$ cat src/hdl/nsf_pkg.sv
`timescale 1ns / 1ps
// ---------------------------------------------------------------------------
// nsf_pkg
// shared types and constants for the fixed-point newton square root
// ---------------------------------------------------------------------------
package nsf_pkg;

  localparam int DATA_WIDTH_DEF = 32;
  localparam int FRAC_BITS_DEF  = 16;

  localparam int RADICAND_BITS  = 32;
  localparam int SQRT_BITS      = 32;
  localparam int TOL_BITS       = 32;
  localparam int CAP_BITS       = 6;
  localparam int OUT_TDATA_BITS = 40;
  localparam int CFG_ADDR_BITS  = 1;
  localparam int CFG_DATA_BITS  = 32;

  localparam logic [TOL_BITS-1:0] TOL_RESET = 32'd4295;
  localparam logic [CAP_BITS-1:0] CAP_RESET = 6'd40;

  typedef logic [CFG_ADDR_BITS-1:0] cfg_addr_t;
  localparam cfg_addr_t REG_TOL = 1'b0;
  localparam cfg_addr_t REG_CAP = 1'b1;

  typedef enum logic [2:0] {
    ST_IDLE,
    ST_START,
    ST_WAIT,
    ST_CHECK,
    ST_OUT
  } state_t;

endpackage

$ cat src/hdl/newton_sqrt_fixed.sv
`timescale 1ns / 1ps
// ---------------------------------------------------------------------------
// newton_sqrt_fixed
// babylonian square root of an unsigned fixed-point radicand
// ---------------------------------------------------------------------------
// One radicand at a time. The estimate starts at 1.0; each round divides the
// radicand by the estimate with a bit-serial divider while a serial scaler
// forms the tolerance bound, then a check state either ends the run or
// averages estimate and quotient. A zero radicand skips the rounds and goes
// straight to the result. Input is not ready until the result transfer has
// completed.
module newton_sqrt_fixed #(
  parameter int DATA_WIDTH = nsf_pkg::DATA_WIDTH_DEF,
  parameter int FRAC_BITS  = nsf_pkg::FRAC_BITS_DEF
) (
  input  logic                               clk,
  input  logic                               rst,
  input  logic                               s_tvalid,
  output logic                               s_tready,
  input  logic [nsf_pkg::RADICAND_BITS-1:0]  s_tdata,   // radicand
  output logic                               m_tvalid,
  input  logic                               m_tready,
  output logic [nsf_pkg::OUT_TDATA_BITS-1:0] m_tdata,   // sqrt_value, iterations_used, converged
  input  logic                               cfg_en,
  input  logic [nsf_pkg::CFG_ADDR_BITS-1:0]  cfg_addr,
  input  logic [nsf_pkg::CFG_DATA_BITS-1:0]  cfg_data
);
  import nsf_pkg::*;

  localparam logic [DATA_WIDTH-1:0] ONE = DATA_WIDTH'(1) << FRAC_BITS;

  state_t state, state_next;

  logic [TOL_BITS-1:0]   tol;
  logic [CAP_BITS-1:0]   cap;
  logic [DATA_WIDTH-1:0] n;
  logic [DATA_WIDTH-1:0] r;
  logic [CAP_BITS-1:0]   iter;
  logic [SQRT_BITS-1:0]  out_sqrt;
  logic [CAP_BITS-1:0]   out_iter;
  logic                  out_conv;

  logic [DATA_WIDTH-1:0] n_in;
  logic [DATA_WIDTH-1:0] q;
  logic [DATA_WIDTH-1:0] bound;
  logic                  div_done;
  logic                  tol_done;
  logic                  unit_start;
  logic [DATA_WIDTH-1:0] diff;
  logic                  conv_hit;
  logic                  cap_hit;
  logic [DATA_WIDTH-1:0] r_upd;

  nsf_div #(
    .DATA_WIDTH(DATA_WIDTH),
    .FRAC_BITS (FRAC_BITS)
  ) u_div (
    .clk  (clk),
    .rst  (rst),
    .start(unit_start),
    .num  (n),
    .den  (r),
    .quo  (q),
    .done (div_done)
  );

  nsf_tol #(
    .DATA_WIDTH(DATA_WIDTH)
  ) u_tol (
    .clk  (clk),
    .rst  (rst),
    .start(unit_start),
    .tol  (tol),
    .r    (r),
    .prod (bound),
    .done (tol_done)
  );

  always_comb begin
    n_in     = DATA_WIDTH'(s_tdata);
    diff     = (r > q) ? (r - q) : (q - r);
    conv_hit = diff <= bound;
    cap_hit  = iter >= cap;
    r_upd    = (r >> 1) + (q >> 1) + {{(DATA_WIDTH-1){1'b0}}, r[0] & q[0]};
  end

  // configuration
  always_ff @(posedge clk) begin
    if (rst) begin
      tol <= TOL_RESET;
      cap <= CAP_RESET;
    end else if (cfg_en) begin
      if (cfg_addr == REG_TOL) begin
        tol <= cfg_data[TOL_BITS-1:0];
      end else begin
        cap <= cfg_data[CAP_BITS-1:0];
      end
    end
  end

  always_ff @(posedge clk) begin
    if (rst) begin
      state <= ST_IDLE;
    end else begin
      state <= state_next;
    end
  end

  always_comb begin
    state_next = state;
    unit_start = 1'b0;
    s_tready   = 1'b0;
    m_tvalid   = 1'b0;
    unique case (state)
      ST_IDLE: begin
        s_tready = 1'b1;
        if (s_tvalid) begin
          state_next = (n_in == '0) ? ST_OUT : ST_START;
        end
      end
      ST_START: begin
        unit_start = 1'b1;
        state_next = ST_WAIT;
      end
      ST_WAIT: begin
        if (div_done && tol_done) begin
          state_next = ST_CHECK;
        end
      end
      ST_CHECK: begin
        state_next = (conv_hit || cap_hit) ? ST_OUT : ST_START;
      end
      ST_OUT: begin
        m_tvalid = 1'b1;
        if (m_tready) begin
          state_next = ST_IDLE;
        end
      end
      default: state_next = ST_IDLE;
    endcase
  end

  always_ff @(posedge clk) begin
    if (state == ST_IDLE && s_tvalid) begin
      n        <= n_in;
      r        <= ONE;
      iter     <= '0;
      out_sqrt <= '0;
      out_iter <= '0;
      out_conv <= 1'b1;
    end else if (state == ST_CHECK) begin
      if (conv_hit || cap_hit) begin
        out_sqrt <= SQRT_BITS'(r);
        out_iter <= iter;
        out_conv <= conv_hit;
      end else begin
        r    <= r_upd;
        iter <= iter + CAP_BITS'(1);
      end
    end
  end

  assign m_tdata = {1'b0, out_conv, out_iter, out_sqrt};

  a_iter_bound: assert property (@(posedge clk) disable iff (rst)
    (state != ST_IDLE && state != ST_OUT) |-> iter <= cap)
    else $error("update count past cap");

  a_check_ready: assert property (@(posedge clk) disable iff (rst)
    state == ST_CHECK |-> (div_done && tol_done))
    else $error("check without finished units");

  a_cap_stop: assert property (@(posedge clk) disable iff (rst)
    (state == ST_OUT && !out_conv) |-> out_iter == cap)
    else $error("unconverged result before cap");

endmodule

$ cat src/hdl/nsf_div.sv
`timescale 1ns / 1ps
// ---------------------------------------------------------------------------
// nsf_div
// radix-2 restoring divider, floor(num * 2^frac / den), saturating
// ---------------------------------------------------------------------------
module nsf_div #(
  parameter int DATA_WIDTH = 32,
  parameter int FRAC_BITS  = 16
) (
  input  logic                  clk,
  input  logic                  rst,
  input  logic                  start,
  input  logic [DATA_WIDTH-1:0] num,
  input  logic [DATA_WIDTH-1:0] den,
  output logic [DATA_WIDTH-1:0] quo,
  output logic                  done
);

  localparam int NW = DATA_WIDTH + FRAC_BITS;
  localparam int CW = $clog2(NW + 1);

  logic [NW-1:0]         num_sh;
  logic [DATA_WIDTH:0]   rem;
  logic [DATA_WIDTH-1:0] quo_r;
  logic                  sat;
  logic [CW-1:0]         cnt;
  logic                  busy;

  logic [DATA_WIDTH:0]   rem_sh;
  logic                  ge;
  logic [DATA_WIDTH:0]   rem_next;

  always_comb begin
    rem_sh   = {rem[DATA_WIDTH-1:0], num_sh[NW-1]};
    ge       = rem_sh >= {1'b0, den};
    rem_next = ge ? (rem_sh - {1'b0, den}) : rem_sh;
  end

  always_ff @(posedge clk) begin
    if (rst) begin
      busy <= 1'b0;
      done <= 1'b0;
      cnt  <= '0;
    end else if (start) begin
      busy <= 1'b1;
      done <= 1'b0;
      cnt  <= CW'(NW);
    end else if (busy) begin
      cnt <= cnt - CW'(1);
      if (cnt == CW'(1)) begin
        busy <= 1'b0;
        done <= 1'b1;
      end
    end
  end

  always_ff @(posedge clk) begin
    if (start) begin
      num_sh <= {num, {FRAC_BITS{1'b0}}};
      rem    <= '0;
      quo_r  <= '0;
      sat    <= 1'b0;
    end else if (busy) begin
      num_sh <= num_sh << 1;
      rem    <= rem_next;
      sat    <= sat | quo_r[DATA_WIDTH-1];
      quo_r  <= {quo_r[DATA_WIDTH-2:0], ge};
    end
  end

  assign quo = sat ? {DATA_WIDTH{1'b1}} : quo_r;

endmodule

$ cat src/hdl/nsf_tol.sv
`timescale 1ns / 1ps
// ---------------------------------------------------------------------------
// nsf_tol
// serial shift-add scaler, floor(tol * r / 2^32), one tolerance bit a cycle
// ---------------------------------------------------------------------------
module nsf_tol #(
  parameter int DATA_WIDTH = 32
) (
  input  logic                         clk,
  input  logic                         rst,
  input  logic                         start,
  input  logic [nsf_pkg::TOL_BITS-1:0] tol,
  input  logic [DATA_WIDTH-1:0]        r,
  output logic [DATA_WIDTH-1:0]        prod,
  output logic                         done
);
  import nsf_pkg::*;

  localparam int CW = $clog2(TOL_BITS + 1);

  logic [TOL_BITS-1:0]   t_sh;
  logic [DATA_WIDTH-1:0] acc;
  logic [CW-1:0]         cnt;
  logic                  busy;
  logic [DATA_WIDTH:0]   sum;

  assign sum = {1'b0, acc} + (t_sh[0] ? {1'b0, r} : '0);

  always_ff @(posedge clk) begin
    if (rst) begin
      busy <= 1'b0;
      done <= 1'b0;
      cnt  <= '0;
    end else if (start) begin
      busy <= 1'b1;
      done <= 1'b0;
      cnt  <= CW'(TOL_BITS);
    end else if (busy) begin
      cnt <= cnt - CW'(1);
      if (cnt == CW'(1)) begin
        busy <= 1'b0;
        done <= 1'b1;
      end
    end
  end

  always_ff @(posedge clk) begin
    if (start) begin
      t_sh <= tol;
      acc  <= '0;
    end else if (busy) begin
      t_sh <= t_sh >> 1;
      acc  <= sum[DATA_WIDTH:1];
    end
  end

  assign prod = acc;

endmodule
$ cat config.mk
export PLATFORM = sky130hd
export DESIGN_NAME = newton_sqrt_fixed
export DESIGN_NICKNAME = d
export VERILOG_FILES = /design/src/hdl/nsf_pkg.sv /design/src/hdl/newton_sqrt_fixed.sv /design/src/hdl/nsf_div.sv /design/src/hdl/nsf_tol.sv
export SDC_FILE = /design/constraint.sdc
export NUM_CORES = 1
export LEC_CHECK = 0
export BUFFER_PORTS_ARGS = -buffer_cell sky130_fd_sc_hd__buf_2
export CORE_ASPECT_RATIO = 0.8
export CORE_UTILIZATION = 45
export CTS_BUF_LIST = sky130_fd_sc_hd__clkbuf_4
export DETAILED_ROUTE_END_ITERATION = 6
export PLACE_DENSITY_LB_ADDON = 0.25
export SYNTH_ARGS = -nofsm -noshare
export SYNTH_HDL_FRONTEND = slang
export SYNTH_HIERARCHICAL = 1
export SYNTH_SLANG_ARGS = --single-unit
$ cat constraint.sdc
create_clock -name clk -period 7.6 [get_ports clk]
set_input_delay 1.14 -clock clk [delete_from_list [all_inputs] [get_ports clk]]
set_output_delay 1.14 -clock clk [all_outputs]
set_load 0.02 [all_outputs]
-- Word level (Yosys, flattened, before mapping)
Cells that the tools add are included.
- add/subtract/negate cells: 9
- multiply operators: 0
- div/mod/pow operators: 0
- $lt $le $gt $ge: 4
- equality and inequality tests: 9
- shifts and indexed selects: 0
- multiplexer cells: 27
- bitwise logic cells: 4
- reductions and logical operators: 15
- operators by type and width (kind ; number):
    $mux W32 ; 6
    $mux W48 ; 2
    $sub A32 B32 Y32 ; 3
    $add A32 B33 Y33 ; 1
    $ge A33 B32 Y1 ; 1
    $add A31 B31 Y32 ; 1
    $add A32 B1 Y32 ; 1
    $gt A32 B32 Y1 ; 1
    $le A32 B32 Y1 ; 1
    $logic_not A32 Y1 ; 1
    $mux W6 ; 4
    $mux W3 ; 5
    $pmux W3 S5 ; 1
    $eq A6 B1 Y1 const B ; 2
    $reduce_and A2 Y1 ; 6
    $sub A6 B1 Y6 const B ; 2
    $mux W1 ; 9
    $add A6 B1 Y6 const B ; 1
    $eq A3 B2 Y1 const B ; 2
    $ge A6 B6 Y1 ; 1
    $ne A2 B2 Y1 const B ; 3
    $reduce_bool A2 Y1 ; 2
    $eq A3 B1 Y1 const B ; 1
    $eq A3 B3 Y1 const B ; 1
    8 further kinds ; 10
- flip-flop bits (word level): 327
- latch bits: 0
- RAM bits: 0
- bits in read-only memories: 0
- input bits: 70
- output and inout bits: 42
- logic and storage cells: 91
- memories: 0

-- Longest topological paths before layout
- depth after elaboration: 7
- mapped depth: 30

-- By module
The synthesis kept the hierarchy.
- modules (own cells, without submodules) (module ; times used ; cells an instance ; area each (µm²)):
    newton_sqrt_fixed ; 1 ; 1402 ; 11016.8
    nsf_div ; 1 ; 718 ; 6520.0
    nsf_tol ; 1 ; 503 ; 4720.8

-- Worst setup path before layout
OpenSTA, ideal clock, no wires.
- path type: reg-to-reg
- start: register u_div.sat
- end: register iter[3]
- setup time: 0.177 ns
- arrival: 5.291 ns
- required time: 7.423 ns
- slack: 2.132 ns
- stages on the path, launching flop included: 25
- path buffers: 5
- cells stage by stage: dfxtp_1 clkbuf_1 or2_2 ha_1 clkbuf_1 a21oi_1 o21ai_0 a221oi_1 o221ai_1 o21ai_2 buf_2 buf_2 mux2_2 a21oi_1 xnor2_1 ha_1 nand4_1 or3_1 o221ai_1 a31oi_1 nor4_2 clkbuf_1 nand2_1 xor2_1 nor2_1
- cells in the longest elaborated chain, start to end: 7
- RTL lines (what ; line ; text):
    start, declared ; nsf_div.sv:25 ; logic sat;
    start signal, assigned ; nsf_div.sv:66 ; sat <= sat | quo_r[DATA_WIDTH-1];
    $mux W32 * ; nsf_div.sv:71 ; assign quo = sat ? {DATA_WIDTH{1'b1}} : quo_r;
    via q[17] ; newton_sqrt_fixed.sv:44 ; logic [DATA_WIDTH-1:0] q;
    $sub A32 B32 Y32 / $gt A32 B32 Y1 (equally long branches) ; newton_sqrt_fixed.sv:81 ; diff = (r > q) ? (r - q) : (q - r);
    $mux W32 * ; newton_sqrt_fixed.sv:81 ;
    $le A32 B32 Y1 * ; newton_sqrt_fixed.sv:82 ; conv_hit = diff <= bound;
    $logic_or A1 B1 Y1 * ; newton_sqrt_fixed.sv:152 ; if (conv_hit || cap_hit) begin
    $not A1 Y1 (no source line) * ; - ;
    $reduce_and A2 Y1 (no source line) * ; - ;
    end signal, assigned ; newton_sqrt_fixed.sv:158 ; iter <= iter + CAP_BITS'(1);
    end, declared ; newton_sqrt_fixed.sv:38 ; logic [CAP_BITS-1:0] iter;
The timed path passes the listed nets; every way through them passes the cells marked *.
A chain may end at the register's enable or synchronous reset.

-- Final worst setup path
- start: register u_div.sat
- end: register out_sqrt[31]
- cells in the longest elaborated chain, start to end: 6
- RTL lines (what ; line ; text):
    $mux W32 * ; nsf_div.sv:71 ;
    via q[22] ; newton_sqrt_fixed.sv:44 ;
    $sub A32 B32 Y32 / $gt A32 B32 Y1 (equally long branches) ; newton_sqrt_fixed.sv:81 ;
    $mux W32 * ; newton_sqrt_fixed.sv:81 ;
    $le A32 B32 Y1 * ; newton_sqrt_fixed.sv:82 ;
    $logic_or A1 B1 Y1 * ; newton_sqrt_fixed.sv:152 ;
    $reduce_and A2 Y1 (no source line) * ; - ;
    end signal, assigned ; newton_sqrt_fixed.sv:153 ; out_sqrt <= SQRT_BITS'(r);
    end, declared ; newton_sqrt_fixed.sv:39 ; logic [SQRT_BITS-1:0] out_sqrt;
Marked as above.

==> flow_summary.yaml <==
final_layout:
  area_growth_syn_to_layout_pct: 9.24
  final_common_cell: "nand2_1"
  post_route_cells_drive_above_1_share_pct: 15.5
  finalNetCount: 2975
  layout_common_cells: "nand2_1 (290), dfxtp_1 (230), a21oi_1 (221)"
  final_cell_count_no_fill: 3402
global_routing:
  first_pass_grt_wire_length_um: 97600
  groute.usage.overall_pct: 23.8
  grt_antenna_before_repair: 3
  grt_pass1_vias: 18600
  grt_max_degree: 122
  grt-ovfl-total: 0
clock_tree:
  cts-htree-levels: 3
  cts.clk_slew.worst_paths_ps: 70
  clkSinkCount: 327
  clock_tree.root_cell: "clkbuf_4"
  tritoncts.num_buffers: 85
  cts-resized-gates: 0
  cts_hold_buffers: 0
  cts_tree: "yes"
  clock_latency_ps: 850
  clockBufferDepth: 3
  setup_buffers_after_cts: 0
synth:
  ys_seq_elements: 327
  asyncSetResetFlopFracSynth_pct: 0
  postSynthCellCount: 2623
  part_of_the_yosys_area_used_for_sequential_elements_pct: 33.7
  synthesis.area_um2: 22300
  synth_edf_count: 96
  postSynthNetCount: 2899
  synth_ff_type: "dfxtp_1"
  post_synth.cell_area_avg_um2: 8.49
  ys_warn_count: 6
  synth_cell_type_count: 103
detailed_routing:
  route.detailed.drc: 0
  finalWirelength_um: 59200
  route.antenna.remaining_nets: 0
  detail_route.vias_per_cell: 5.56
  drt_pass1_iterations: 5
  vias: 18900
  post_drt_wl_per_cell_um: 17.4
  initialDrtViolationCount: 1320
timing:
  grt_setup_unrepaired: "no"
  slew_viol_final: 0
  period_needed_ps: 6990
  min_period_over_period_pct: 92.0
  finalSetupViolCount: 0
  timing.final.hold_violations: 0
  finalSetupTns_ps: 0
  final.setup_skew_ps: 59.8
  max-slew-margin-rel_pct: 16.2
  fmax_mhz: 143
  timing_worst_slew_pin_value_ps: 1250
floorplan:
  core.rowCount: 72
  die-height_um: 201
  die_area_um2: 50400
  core_region_area_um2: 48600
  design.portCount: 112
  start_util_pct: 45.8
  die_width_um: 251
placed_design:
  place_hpwl_um: 43500
  placed_cells_incl_taps: 3241
  place_congestion: 0.960
  port-buffer-count: 110
worst_setup_path:
  worst_path_max_delay_cell: "nor3_1"
  critical_path.top_delay_family: "simple AND/OR/NAND/NOR gates"
  critical_path_arrival_ps: 7710
  critPathKind: "reg2reg"
  setup.worst_path.end_class: "flip-flop"
  crit_path_cell_trace: "or2_2, ha_1, inv_1, o31ai_1, a21oi_1, a21oi_1, o21ai_4, buf_4, o211ai_1, o22ai_1, or4_1, o21ai_0, xnor2_1, ha_1, nand4_1, nor2_1, nand2_1, nor3_1, nor3_1, nor2_4, buf_12, nand2_1, o21ai_0"
  crit_path_max_incr_delay_ps: 660
  worstPathRequired_ps: 8320
  cp_max_fo: 57
  crit_path_start_kind: "flip-flop"
  path_buf_inv: 3
job:
  maxCapViolations: 0
run_status:
  run_status: "completed"
power:
  vdd.ir_drop.worst_mv: 0.291
  p_per_area_nw_per_um2: 492
  report.power.total_uw: 12000
  power.static_leakage_uw: 0.0101
min_path:
  hold_path.class: "reg2reg"
-- synth_stat cells, types with 21 or more instances --
master	count	area share [%]
o21ai_0	150	3.4
or2_2	34	0.96
a21oi_1	221	5.0
inv_1	193	3.3
xnor2_1	81	3.2
nand2_1	291	4.9
dfxtp_1	231	21
nand3_1	36	0.81
nor2_1	187	3.2
o21bai_1	32	1.1
and2_1	36	1.0
ha_1	200	11
edfxtp_1	96	13
clkbuf_1	93	1.6
o211ai_1	29	0.98
nor2b_1	22	0.62
a21o_1	60	2.0
a211oi_1	42	1.4
buf_2	30	0.67
o21a_1	21	0.71
mux2_2	66	3.3
nor3_1	49	1.1
nand4_1	41	1.2
xor2_1	36	1.4
mux2i_1	55	2.5
-- kinds of logic (layout without fill, tap and decap cells) --
| kind of cell | Yosys count | in the layout | share of synthesized area (%) |
|---|---|---|---|
| AO/OA/AOI/OAI | 712 | 712 | 20.8 |
| AND/OR/NAND/NOR | 800 | 800 | 17.0 |
| flip-flops | 327 | 327 | 33.7 |
| other | 1 | 8 | 0.0168 |
| XOR/XNOR | 117 | 117 | 4.60 |
| buffers and inverters | 338 | 481 | 6.18 |
| adder cells (fa/ha/maj) | 206 | 206 | 11.8 |
| multiplexers | 122 | 122 | 5.88 |
-- worst min-delay path, cell delays in order, from the launching register on --
cell	delay (ps)
dfxtp_1	310
nand2_1	50
a21oi_1	50
-- power by group --
group | total, uW | internal, uW | leakage [uW] | switching [uW]
clock network | 1570 | 798 | 0.000663 | 771
registers | 2750 | 2390 | 0.00280 | 364
logic | 7640 | 3200 | 0.00661 | 4440
-- state kept, by name, indices dropped and copies added, names as in the netlist, 3 cells and up --
signal        count
out_sqrt         32
u_tol/t_sh       32
state             3
tol              32
u_tol/cnt         6
u_div/num_sh     32
u_div/quo_r      32
u_div/rem        32
u_div/cnt         6
r                32
iter              6
u_tol/prod       32
cap               6
out_iter          6
n                32
-- layout make-up --
type	instances	area, um2
Clock inverter	22	118
Fill cell	4726	24200
Antenna cell	7	17.5
Inverter	193	724
Sequential cell	327	7510
Timing Repair Buffer	134	756
Clock buffer	132	991
Tap cell	629	787
Multi-Input combinational cell	1958	13400
-- layer usage --
layer	vias to the layer above	wire length [um]	global-route usage (%)
met5	-	0	0
met4	0	1460	8.48
met3	102	3120	4.16
met2	520	25500	36.3
met1	8814	29200	33.6
li1	9494	-	-
-- per-stage QoR --
step | hold slack [ps] | cell area, um2 | setup slack, ps | utilization [%]
after global routing | 427 | 24300 | 51.2 | 50.1
after detailed placement | 443 | 23200 | 657 | 47.8
after CTS | 417 | 24300 | 645 | 50.0
final | 452 | 24300 | 611 | 50.1
after floorplan | 430 | 22300 | 2130 | -
after global placement | 439 | 23200 | 797 | 47.8
-- worst paths after layout --
check	from	slack (ps)	endpoint	cells after the start
setup / recovery	u_div/sat$_SDFFE_PP0P_	610	out_sqrt[31]$_SDFFE_PP0P_	23
hold / removal	tol[31]$_SDFFE_PP0P_	450	tol[31]$_SDFFE_PP0P_	2
setup reg to reg	u_div/sat$_SDFFE_PP0P_	610	out_sqrt[31]$_SDFFE_PP0P_	23
hold reg to reg	tol[31]$_SDFFE_PP0P_	450	tol[31]$_SDFFE_PP0P_	2
No activity file was read; power rests on OpenSTA's default activity.
